[src/rtl/nfrbp_pkg.sv]
// ----------------------------------------------------------------------------
// nfrbp_pkg
// Shared widths, register indexes and sequencer states for the next-fit
// risk-adjusted bin packer.
// ----------------------------------------------------------------------------
package nfrbp_pkg;

    localparam int ITEM_BITS_DEF      = 16;
    localparam int BIN_INDEX_BITS_DEF = 16;

    localparam int CAP_W  = 24;
    localparam int RISK_W = 16;
    localparam int TOL_W  = 8;
    localparam int LIM_W  = 25;
    localparam int MEAN_W = 26;
    localparam int LOAD_W = 26;
    localparam int VAR_W  = 32;
    localparam int ROOT_W = 16;
    localparam int PROD_W = RISK_W + ROOT_W;
    localparam int FRAC_W = 8;

    localparam int CFG_IDX_W  = 2;
    localparam int CFG_DATA_W = 24;

    localparam logic [CFG_IDX_W-1:0] REG_CAPACITY    = 2'd0;
    localparam logic [CFG_IDX_W-1:0] REG_RISK_FACTOR = 2'd1;
    localparam logic [CFG_IDX_W-1:0] REG_TOLERANCE   = 2'd2;

    localparam logic [MEAN_W-1:0] MEAN_MAX = '1;
    localparam logic [LOAD_W-1:0] LOAD_MAX = '1;
    localparam logic [VAR_W-1:0]  VAR_MAX  = '1;

    typedef enum logic [2:0] {
        S_IDLE,
        S_SQRT_GO,
        S_SQRT_RUN,
        S_MUL_J,
        S_MUL_A,
        S_ADD_A,
        S_DECIDE
    } t_state;

endpackage

[src/rtl/nfrbp_isqrt.sv]
// ----------------------------------------------------------------------------
// nfrbp_isqrt
// Bit-serial floor square root, one result bit per cycle.
// ----------------------------------------------------------------------------
module nfrbp_isqrt (
    input  logic                        i_clk,
    input  logic                        i_rst_n,
    input  logic                        i_start,
    input  logic [nfrbp_pkg::VAR_W-1:0]  i_radicand,
    output logic                        o_busy,
    output logic [nfrbp_pkg::ROOT_W-1:0] o_root
);

    localparam int RW    = nfrbp_pkg::ROOT_W;
    localparam int XW    = nfrbp_pkg::VAR_W;
    localparam int CNT_W = $clog2(RW);

    logic             r_busy;
    logic [CNT_W-1:0] r_cnt;
    logic [XW-1:0]    r_x;
    logic [RW+1:0]    r_rem;
    logic [RW-1:0]    r_root;

    logic [RW+3:0] rem_sh;
    logic [RW+3:0] trial;
    logic [RW+3:0] diff;
    logic          take;

    // Bring down the next two radicand bits and try appending a one.
    always_comb begin
        rem_sh = {r_rem, r_x[XW-1 -: 2]};
        trial  = {2'b00, r_root, 2'b01};
        diff   = rem_sh - trial;
        take   = (rem_sh >= trial);
    end

    always_ff @(posedge i_clk) begin
        if (!i_rst_n) begin
            r_busy <= 1'b0;
            r_cnt  <= '0;
        end else if (i_start) begin
            r_busy <= 1'b1;
            r_cnt  <= '0;
        end else if (r_busy) begin
            r_cnt <= r_cnt + 1'b1;
            if (r_cnt == CNT_W'(RW - 1)) begin
                r_busy <= 1'b0;
            end
        end
    end

    always_ff @(posedge i_clk) begin
        if (i_start) begin
            r_x    <= i_radicand;
            r_rem  <= '0;
            r_root <= '0;
        end else if (r_busy) begin
            r_x    <= {r_x[XW-3:0], 2'b00};
            r_rem  <= take ? diff[RW+1:0] : rem_sh[RW+1:0];
            r_root <= {r_root[RW-2:0], take};
        end
    end

    assign o_busy = r_busy;
    assign o_root = r_root;

endmodule

[src/rtl/next_fit_risk_bin_packer.sv]
// ----------------------------------------------------------------------------
// next_fit_risk_bin_packer
// An accepted item runs through the two 16-step bit-serial square root units,
// then two passes through the one shared 16x16 multiplier and the fit decision.
// A new item is taken only once the current one has been decided and its
// result written to the output register.
// Reset (synchronous, active low) clears the configuration registers to zero,
// the bin index and sums to zero, and marks the current bin empty and open.
// ----------------------------------------------------------------------------
module next_fit_risk_bin_packer #(
    parameter int ITEM_BITS      = nfrbp_pkg::ITEM_BITS_DEF,
    parameter int BIN_INDEX_BITS = nfrbp_pkg::BIN_INDEX_BITS_DEF
) (
    input  logic                             i_clk,
    input  logic                             i_rst_n,

    input  logic                             i_in_valid,
    output logic                             o_in_stall,
    input  logic [ITEM_BITS-1:0]             i_mean_size,
    input  logic [ITEM_BITS-1:0]             i_variance,
    input  logic                             i_start_run,

    output logic                             o_out_valid,
    input  logic                             i_out_stall,
    output logic [BIN_INDEX_BITS-1:0]        o_bin_index,
    output logic                             o_opened_new,
    output logic                             o_oversize,
    output logic [nfrbp_pkg::LOAD_W-1:0]     o_bin_load,

    input  logic                             i_cfg_valid,
    output logic                             o_cfg_ready,
    input  logic [nfrbp_pkg::CFG_IDX_W-1:0]  i_cfg_index,
    input  logic [nfrbp_pkg::CFG_DATA_W-1:0] i_cfg_data
);

    localparam int MEAN_W = nfrbp_pkg::MEAN_W;
    localparam int VAR_W  = nfrbp_pkg::VAR_W;
    localparam int LOAD_W = nfrbp_pkg::LOAD_W;
    localparam int LIM_W  = nfrbp_pkg::LIM_W;
    localparam int ROOT_W = nfrbp_pkg::ROOT_W;
    localparam int PROD_W = nfrbp_pkg::PROD_W;
    localparam int FRAC_W = nfrbp_pkg::FRAC_W;
    // Adder width for the mean sum: wide enough for either operand plus carry.
    localparam int MSUM_W = ((ITEM_BITS > MEAN_W) ? ITEM_BITS : MEAN_W) + 1;

    // Configuration registers. The port is always ready; writes must arrive only
    // while the packer is idle, which the block itself does not enforce.
    logic [nfrbp_pkg::CAP_W-1:0]  r_capacity;
    logic [nfrbp_pkg::RISK_W-1:0] r_risk;
    logic [nfrbp_pkg::TOL_W-1:0]  r_tolerance;
    logic [LIM_W-1:0]             r_limit;

    assign o_cfg_ready = 1'b1;

    always_ff @(posedge i_clk) begin
        if (!i_rst_n) begin
            r_capacity  <= '0;
            r_risk      <= '0;
            r_tolerance <= '0;
        end else if (i_cfg_valid) begin
            unique case (i_cfg_index)
                nfrbp_pkg::REG_CAPACITY:    r_capacity  <= i_cfg_data;
                nfrbp_pkg::REG_RISK_FACTOR: r_risk      <= i_cfg_data[nfrbp_pkg::RISK_W-1:0];
                nfrbp_pkg::REG_TOLERANCE:   r_tolerance <= i_cfg_data[nfrbp_pkg::TOL_W-1:0];
                default: ;
            endcase
        end
    end

    // The fit limit is kept precomputed in a register from the capacity and
    // tolerance registers, long before any accepted item reaches the decision.
    always_ff @(posedge i_clk) begin
        r_limit <= LIM_W'(r_capacity) + LIM_W'(r_tolerance);
    end

    // Sequencer.
    nfrbp_pkg::t_state r_state, n_state;

    logic in_fire;
    logic out_fire;
    logic sqrt_go;
    logic mul_alone;
    logic decide_fire;
    logic sqrt_busy_j, sqrt_busy_a;

    assign in_fire  = i_in_valid && !o_in_stall;
    assign out_fire = o_out_valid && !i_out_stall;

    always_comb begin
        n_state = r_state;
        unique case (r_state)
            nfrbp_pkg::S_IDLE:     if (i_in_valid) n_state = nfrbp_pkg::S_SQRT_GO;
            nfrbp_pkg::S_SQRT_GO:  n_state = nfrbp_pkg::S_SQRT_RUN;
            nfrbp_pkg::S_SQRT_RUN: if (!sqrt_busy_j) n_state = nfrbp_pkg::S_MUL_J;
            nfrbp_pkg::S_MUL_J:    n_state = nfrbp_pkg::S_MUL_A;
            nfrbp_pkg::S_MUL_A:    n_state = nfrbp_pkg::S_ADD_A;
            nfrbp_pkg::S_ADD_A:    n_state = nfrbp_pkg::S_DECIDE;
            nfrbp_pkg::S_DECIDE: begin
                if (!o_out_valid || !i_out_stall) n_state = nfrbp_pkg::S_IDLE;
            end
            default:               n_state = nfrbp_pkg::S_IDLE;
        endcase
    end

    // The decision waits only while the output register is occupied and stalled.
    always_comb begin
        o_in_stall  = (r_state != nfrbp_pkg::S_IDLE);
        sqrt_go     = (r_state == nfrbp_pkg::S_SQRT_GO);
        mul_alone   = (r_state == nfrbp_pkg::S_MUL_A);
        decide_fire = (r_state == nfrbp_pkg::S_DECIDE) && (!o_out_valid || !i_out_stall);
    end

    always_ff @(posedge i_clk) begin
        if (!i_rst_n) begin
            r_state <= nfrbp_pkg::S_IDLE;
        end else begin
            r_state <= n_state;
        end
    end

    // Bin state.
    logic [MEAN_W-1:0]         r_mean_sum;
    logic [VAR_W-1:0]          r_var_sum;
    logic [BIN_INDEX_BITS-1:0] r_cur_bin;
    logic                      r_bin_empty;
    logic                      r_bin_closed;
    logic                      r_opened;

    // Candidate sums: joined to the current bin, and the item alone.
    logic [MEAN_W-1:0] r_na_j, r_na_a;
    logic [VAR_W-1:0]  r_nb_j, r_nb_a;

    logic [BIN_INDEX_BITS-1:0] bin_inc;
    logic                      fresh;
    logic [MEAN_W-1:0]         mean_eff;
    logic [VAR_W-1:0]          var_eff;
    logic [MSUM_W-1:0]         msum_j;
    logic [MSUM_W-1:0]         msum_a;
    logic [VAR_W:0]            vsum_j;

    // The bin index saturates at its top value; opening a bin there keeps it.
    assign bin_inc = (r_cur_bin == {BIN_INDEX_BITS{1'b1}}) ? r_cur_bin
                                                          : r_cur_bin + 1'b1;

    // A run start or a bin closed by an oversize item empties the sums before
    // the new item is tried.
    always_comb begin
        fresh    = i_start_run || r_bin_closed;
        mean_eff = fresh ? '0 : r_mean_sum;
        var_eff  = fresh ? '0 : r_var_sum;
        msum_j   = MSUM_W'(mean_eff) + MSUM_W'(i_mean_size);
        msum_a   = MSUM_W'(i_mean_size);
        vsum_j   = (VAR_W + 1)'(var_eff) + (VAR_W + 1)'(i_variance);
    end

    always_ff @(posedge i_clk) begin
        if (in_fire) begin
            r_na_j <= (msum_j > MSUM_W'(nfrbp_pkg::MEAN_MAX)) ? nfrbp_pkg::MEAN_MAX
                                                              : msum_j[MEAN_W-1:0];
            r_na_a <= (msum_a > MSUM_W'(nfrbp_pkg::MEAN_MAX)) ? nfrbp_pkg::MEAN_MAX
                                                              : msum_a[MEAN_W-1:0];
            r_nb_j <= vsum_j[VAR_W] ? nfrbp_pkg::VAR_MAX : vsum_j[VAR_W-1:0];
            r_nb_a <= VAR_W'(i_variance);
        end
    end

    // Two square root units run side by side: one for the joined variance,
    // one for the item's own variance in case it has to start a new bin.
    logic [ROOT_W-1:0] root_j, root_a;

    nfrbp_isqrt u_sqrt_j (
        .i_clk      (i_clk),
        .i_rst_n    (i_rst_n),
        .i_start    (sqrt_go),
        .i_radicand (r_nb_j),
        .o_busy     (sqrt_busy_j),
        .o_root     (root_j)
    );

    nfrbp_isqrt u_sqrt_a (
        .i_clk      (i_clk),
        .i_rst_n    (i_rst_n),
        .i_start    (sqrt_go),
        .i_radicand (r_nb_a),
        .o_busy     (sqrt_busy_a),
        .o_root     (root_a)
    );

    // One shared multiplier serves both roots on consecutive cycles. Its Q24.8
    // product of risk (Q8.8) and root is truncated, added to the mean sum, saturating.
    logic [PROD_W-1:0] r_prod;
    logic [LOAD_W-1:0] r_load_j, r_load_a;
    logic [LOAD_W:0]   load_sum;
    logic [LOAD_W-1:0] load_sat;

    always_comb begin
        load_sum = (LOAD_W + 1)'(mul_alone ? r_na_j : r_na_a)
                 + (LOAD_W + 1)'(r_prod[PROD_W-1:FRAC_W]);
        load_sat = load_sum[LOAD_W] ? nfrbp_pkg::LOAD_MAX : load_sum[LOAD_W-1:0];
    end

    always_ff @(posedge i_clk) begin
        r_prod <= r_risk * (mul_alone ? root_a : root_j);
        if (r_state == nfrbp_pkg::S_MUL_A) begin
            r_load_j <= load_sat;
        end
        if (r_state == nfrbp_pkg::S_ADD_A) begin
            r_load_a <= load_sat;
        end
    end

    // Fit decision. If the joined load is too high and the bin already holds
    // something, the next bin opens and the item's own figures are used.
    logic              move_on;
    logic [LOAD_W-1:0] load_sel;
    logic              over;

    always_comb begin
        move_on  = (r_load_j > LOAD_W'(r_limit)) && !r_bin_empty;
        load_sel = move_on ? r_load_a : r_load_j;
        over     = (load_sel > LOAD_W'(r_limit));
    end

    always_ff @(posedge i_clk) begin
        if (!i_rst_n) begin
            r_mean_sum   <= '0;
            r_var_sum    <= '0;
            r_cur_bin    <= '0;
            r_bin_empty  <= 1'b1;
            r_bin_closed <= 1'b0;
            r_opened     <= 1'b0;
        end else if (in_fire) begin
            // A run start restarts at bin zero; otherwise a closed bin is left.
            if (i_start_run) begin
                r_cur_bin <= '0;
            end else if (r_bin_closed) begin
                r_cur_bin <= bin_inc;
            end
            r_opened     <= !i_start_run && r_bin_closed;
            r_bin_empty  <= fresh ? 1'b1 : r_bin_empty;
            r_bin_closed <= 1'b0;
        end else if (decide_fire) begin
            if (move_on) begin
                r_cur_bin <= bin_inc;
            end
            r_mean_sum   <= move_on ? r_na_a : r_na_j;
            r_var_sum    <= move_on ? r_nb_a : r_nb_j;
            r_bin_empty  <= 1'b0;
            r_bin_closed <= over;
        end
    end

    // Output register: holds a finished item until the consumer takes it.
    logic                      r_out_valid;
    logic [BIN_INDEX_BITS-1:0] r_out_bin;
    logic                      r_out_opened;
    logic                      r_out_over;
    logic [LOAD_W-1:0]         r_out_load;

    always_ff @(posedge i_clk) begin
        if (!i_rst_n) begin
            r_out_valid <= 1'b0;
        end else if (decide_fire) begin
            r_out_valid <= 1'b1;
        end else if (out_fire) begin
            r_out_valid <= 1'b0;
        end
    end

    always_ff @(posedge i_clk) begin
        if (decide_fire) begin
            r_out_bin    <= move_on ? bin_inc : r_cur_bin;
            r_out_opened <= r_opened || move_on;
            r_out_over   <= over;
            r_out_load   <= load_sel;
        end
    end

    assign o_out_valid  = r_out_valid;
    assign o_bin_index  = r_out_bin;
    assign o_opened_new = r_out_opened;
    assign o_oversize   = r_out_over;
    assign o_bin_load   = r_out_load;

    // Both root units are started together and must finish together.
    a_sqrt_lockstep: assert property (@(posedge i_clk) disable iff (!i_rst_n)
        sqrt_busy_j == sqrt_busy_a)
        else $error("square root units out of step");

    // No root computation may be in flight while the packer is idle.
    a_sqrt_idle: assert property (@(posedge i_clk) disable iff (!i_rst_n)
        (r_state == nfrbp_pkg::S_IDLE) |-> !sqrt_busy_j)
        else $error("square root busy while idle");

    // A closed bin always holds its oversize item.
    a_closed_not_empty: assert property (@(posedge i_clk) disable iff (!i_rst_n)
        r_bin_closed |-> !r_bin_empty)
        else $error("closed bin marked empty");

    // A decision always lands a result in the output register.
    a_decide_result: assert property (@(posedge i_clk) disable iff (!i_rst_n)
        decide_fire |=> (o_out_valid && (r_state == nfrbp_pkg::S_IDLE)))
        else $error("decision did not produce a result");

endmodule
[config.mk]
export PLATFORM = sky130hd
export DESIGN_NAME = next_fit_risk_bin_packer
export DESIGN_NICKNAME = d
export VERILOG_FILES = /design/src/rtl/nfrbp_pkg.sv /design/src/rtl/nfrbp_isqrt.sv /design/src/rtl/next_fit_risk_bin_packer.sv
export SDC_FILE = /design/constraint.sdc
export NUM_CORES = 2
export LEC_CHECK = 0
export BUFFER_PORTS_ARGS = -buffer_cell sky130_fd_sc_hd__buf_2
export CAP_MARGIN = 20
export CORE_ASPECT_RATIO = 0.75
export CORE_MARGIN = 5
export CORE_UTILIZATION = 50
export DETAILED_ROUTE_END_ITERATION = 8
export HOLD_SLACK_MARGIN = 0.06
export PLACE_DENSITY_LB_ADDON = 0.05
export RECOVER_POWER = 50
export SYNTH_ARGS = -nofsm -noshare
export SYNTH_HDL_FRONTEND = slang
export SYNTH_SLANG_ARGS = --single-unit
[constraint.sdc]
create_clock -name i_clk -period 17.85 [get_ports i_clk]
set_input_delay 1.785 -clock i_clk [delete_from_list [all_inputs] [get_ports i_clk]]
set_output_delay 1.785 -clock i_clk [all_outputs]
set_load 0.01 [all_outputs]
==> flow_summary.yaml <==
floorplanning:
  fp.dieW_um: 311
  pin_count: 111
  placementRows: 82
  initial_core_util_pct: 50.6
  die-area_um2: 73200
  core-area_um2: 67000
  die_h_um: 236
clock_tree:
  clk_pin_slew_ns: 0.07
  cts_buffers: 53
  cts_num_sinks: 506
  cts_resized: 0
  cts_tree: "done"
  cts-root-buf: "clkbuf_16"
  cts_setup_buffers: 0
  cts_buffer_depth: 3
  cts_max_level: 2
  clkLatencyLatePin_ns: 0.62
  postCtsHoldBufs: 0
run:
  drv_cap: 9
power_and_ir_drop:
  p_switching_mw: 1.10
  pwr_density_cell_nw_per_um2: 94.4
  irDropWorstVdd_v: 0.0000839
  switching_share_pct: 31.6
  p_comb_share_pct: 25.6
  internal_power_mw: 2.39
  p_leak_nw: 15.8
  power_frac_seq_pct: 40.7
  finalPower_mw: 3.49
  clkPwrFrac_pct: 33.6
critical_path:
  crit_arrival_ns: 9.85
  r2r_cells: 25
  startpoint: "r_state[2]$_SDFFE_PN0P_"
  reg2reg_slack_ns: 8.50
  regToRegEndpoint: "r_prod[30]$_DFF_P_"
  crit_top_cell: "fa_1"
  rr_startpoint: "r_state[2]$_SDFFE_PN0P_"
  critical_path.slowest_cell: "clkbuf_1"
  endpoint_kind: "flip-flop"
  cp_data_required_time_ns: 18.35
  critPathMaxFanout: 47
  slowest_delay_ns: 1.86
  cp-start-kind: "flip-flop"
  crit_type: "reg2reg"
global_routing:
  track_usage_pct: 24.0
  grt_overflow: 0
  grt_pass1_vias: 26000
  grt_pass1_wl_um: 143000
  grt_max_degree: 87
  antenna_found_initial: 2
yosys:
  ys.flop_type: "dfxtp_1"
  syn-num-nets: 4143
  ys_seq_area_share_pct: 37.2
  post-synth-top-area-fraction_pct: 22.1
  synth_warnings: 0
  ys_types: 80
  synth_cells: 3628
  synthArstFlopShare_pct: 0
  synth_area_um2: 33900
  post-synth-top-area-cell: "edfxtp_1"
  ys_top_cells_by_area: "edfxtp_1 (22%), dfxtp_1 (15%), fa_1 (12%), ha_1 (9.4%), nand2_1 (7.5%)"
  ys_ff_latch: 506
  avgSynthCellArea_um2: 9.35
  synth_edf_count: 250
final_layout:
  area_delta_synth_final_pct: 8.91
  fin_area_um2: 36900
  final_layout_size_suffix_gt1_share_pct: 5.38
  layout.nets: 4190
  antenna_cells: 0
drt:
  drc: 0
  num_vias: 25700
  wirelength_um: 89200
  ant_nets: 0
  post_drt_wl_per_cell_um: 19.4
  routed_via_density: 5.58
  first_iter_violations: 1972
  dr.pass1.iters: 5
timing:
  worst_hold_slack_ns: 0.477
  fin_crit_sh_pct: 52.4
  fin_setup_tns_ns: 0
  max_slew_margin_pct: -136
  worstMarginPinSlew_ns: 3.54
  hold_viol: 0
  report.final.slew_viol_count: 410
  setup_viol: 0
  layout_min_cycle_time_ns: 9.35
  clock.fmax_ghz: 0.107
  skew_ns: 0.0232
  rsz0062_at_grt: "no"
outcome:
  violations: "max-capacitance violations, max-slew violations"
  outcome: "finished with violations"
worst_hold_path:
  hold_class: "reg2reg"
  hold_depth: 1
  hold_end: "r_limit[17]$_DFF_P_"
  hp-start: "r_capacity[17]$_SDFFE_PN0P_"
placed_design:
  numPortBuffers: 109
  dp_hpwl_um: 65100
  gp_congestion: 0.884
  place_area_um2: 35300
-- per-layer routing --
metal	vias to the layer above	global-route usage [%]	routed length, µm
li1	12300	-	-
met4	0	6.62	2320
met1	12600	34.8	42800
met3	120	4.30	5170
met2	656	37.3	38900
met5	-	0	0
-- how the worst max path moves through the flow --
stage / endpoint
after floorplan: r_prod[30]$_DFF_P_
after global placement: r_prod[30]$_DFF_P_
after detailed placement: r_prod[30]$_DFF_P_
after CTS: r_prod[30]$_DFF_P_
after global routing: r_prod[30]$_DFF_P_
final: r_prod[30]$_DFF_P_
-- metrics by stage --
stage,setup WS (ns),cells,util (%)
final,8.50,4601,55.1
after global routing,7.84,4601,55.1
after CTS,9.56,4598,55.4
after detailed placement,9.59,4499,52.6
after global placement,9.88,4499,52.6
after floorplan,10.69,3628,-
-- synthesized netlist by cell type (all sizes together), types with 7 or more instances --
cell / instances
nand2: 675
inv: 326
dfxtp: 256
ha: 254
edfxtp: 250
fa: 197
nor2: 170
o21ai: 158
and2: 143
a21oi: 132
clkbuf: 131
nand3: 85
a21boi: 79
xnor2: 76
nor2b: 71
xor2: 69
mux2i: 65
a31oi: 60
a21o: 49
a211oi: 40
nand2b: 39
nor3: 38
nand4: 32
buf: 29
and3: 24
o21a: 24
mux2: 20
a211o: 10
o21bai: 10
o31ai: 10
o211ai: 9
nand3b: 8
nor4: 8
o311ai: 7
-- cell type report --
cell class | instances | area (µm²)
flip-flops and latches | 506 | 12600
clock buffers | 66 | 1450
fillers | 6063 | 30100
repair buffers | 152 | 737
well taps | 882 | 1100
clock inverters | 33 | 369
multi-input cells | 2636 | 19400
inverters | 326 | 1230
-- worst max-delay path, delay by kind of cell, from the launching register on --
family / cells / cell delay (ns)
XOR/XNOR: 1 / 0.14
AND/OR/NAND/NOR: 4 / 0.97
flip-flops: 1 / 0.51
buffers and inverters: 5 / 2.30
adder cells (fa/ha/maj): 7 / 3.54
AO/OA/AOI/OAI: 8 / 1.73
-- cells by family after synthesis --
logic type,Yosys count,synth area share [%]
buffers and inverters,486,5.52
other,1,0.0111
flip-flops,506,37.2
AO/OA/AOI/OAI,631,11.9
XOR/XNOR,145,3.74
adder cells (fa/ha/maj),451,21.0
multiplexers,85,2.58
AND/OR/NAND/NOR,1323,18.0
-- placed cells by master (no fill, tap or decap), types with 10 or more instances in the layout --
master / netlist / layout
a211o_1: 10 / 10
a211oi_1: 38 / 38
a21boi_0: 79 / 79
a21o_1: 49 / 49
a21oi_1: 132 / 132
a31oi_1: 59 / 59
and2_0: 0 / 13
and2_1: 143 / 129
and3_1: 23 / 23
buf_2: 14 / 34
buf_4: 2 / 33
clkbuf_1: 131 / 92
clkbuf_16: 0 / 54
dfxtp_1: 256 / 254
edfxtp_1: 250 / 250
fa_1: 197 / 197
ha_1: 254 / 254
inv_1: 325 / 324
mux2_2: 20 / 20
mux2i_1: 65 / 65
nand2_1: 675 / 674
nand2b_1: 38 / 38
nand3_1: 85 / 85
nand4_1: 31 / 31
nor2_1: 170 / 169
nor2b_1: 71 / 71
nor3_1: 37 / 37
o21a_1: 24 / 24
o21ai_0: 152 / 149
o21bai_1: 10 / 10
o31ai_1: 10 / 10
xnor2_1: 76 / 76
xor2_1: 69 / 69
-- power groups by stage --
stage / Sequential, mW / Combinational, mW / Clock, mW
floorplan: 1.41 / 0.693 / 0
CTS: 1.42 / 0.897 / 1.20
finish: 1.42 / 0.895 / 1.17
global route: 1.43 / 1.01 / 1.25
detailed placement: 1.44 / 0.890 / 0
global placement: 1.44 / 0.867 / 0
-- sequential cells by signal, indices dropped and copies added (netlist names), 24 cells and up --
name          flops
r_nb_j           32
r_load_a         26
r_mean_sum       26
r_capacity       24
o_bin_load       26
r_na_j           26
r_load_j         26
u_sqrt_j.r_x     32
r_var_sum        32
r_prod           24
r_limit          25
u_sqrt_a.r_x     32
No activity file was read; power rests on OpenSTA's default activity.
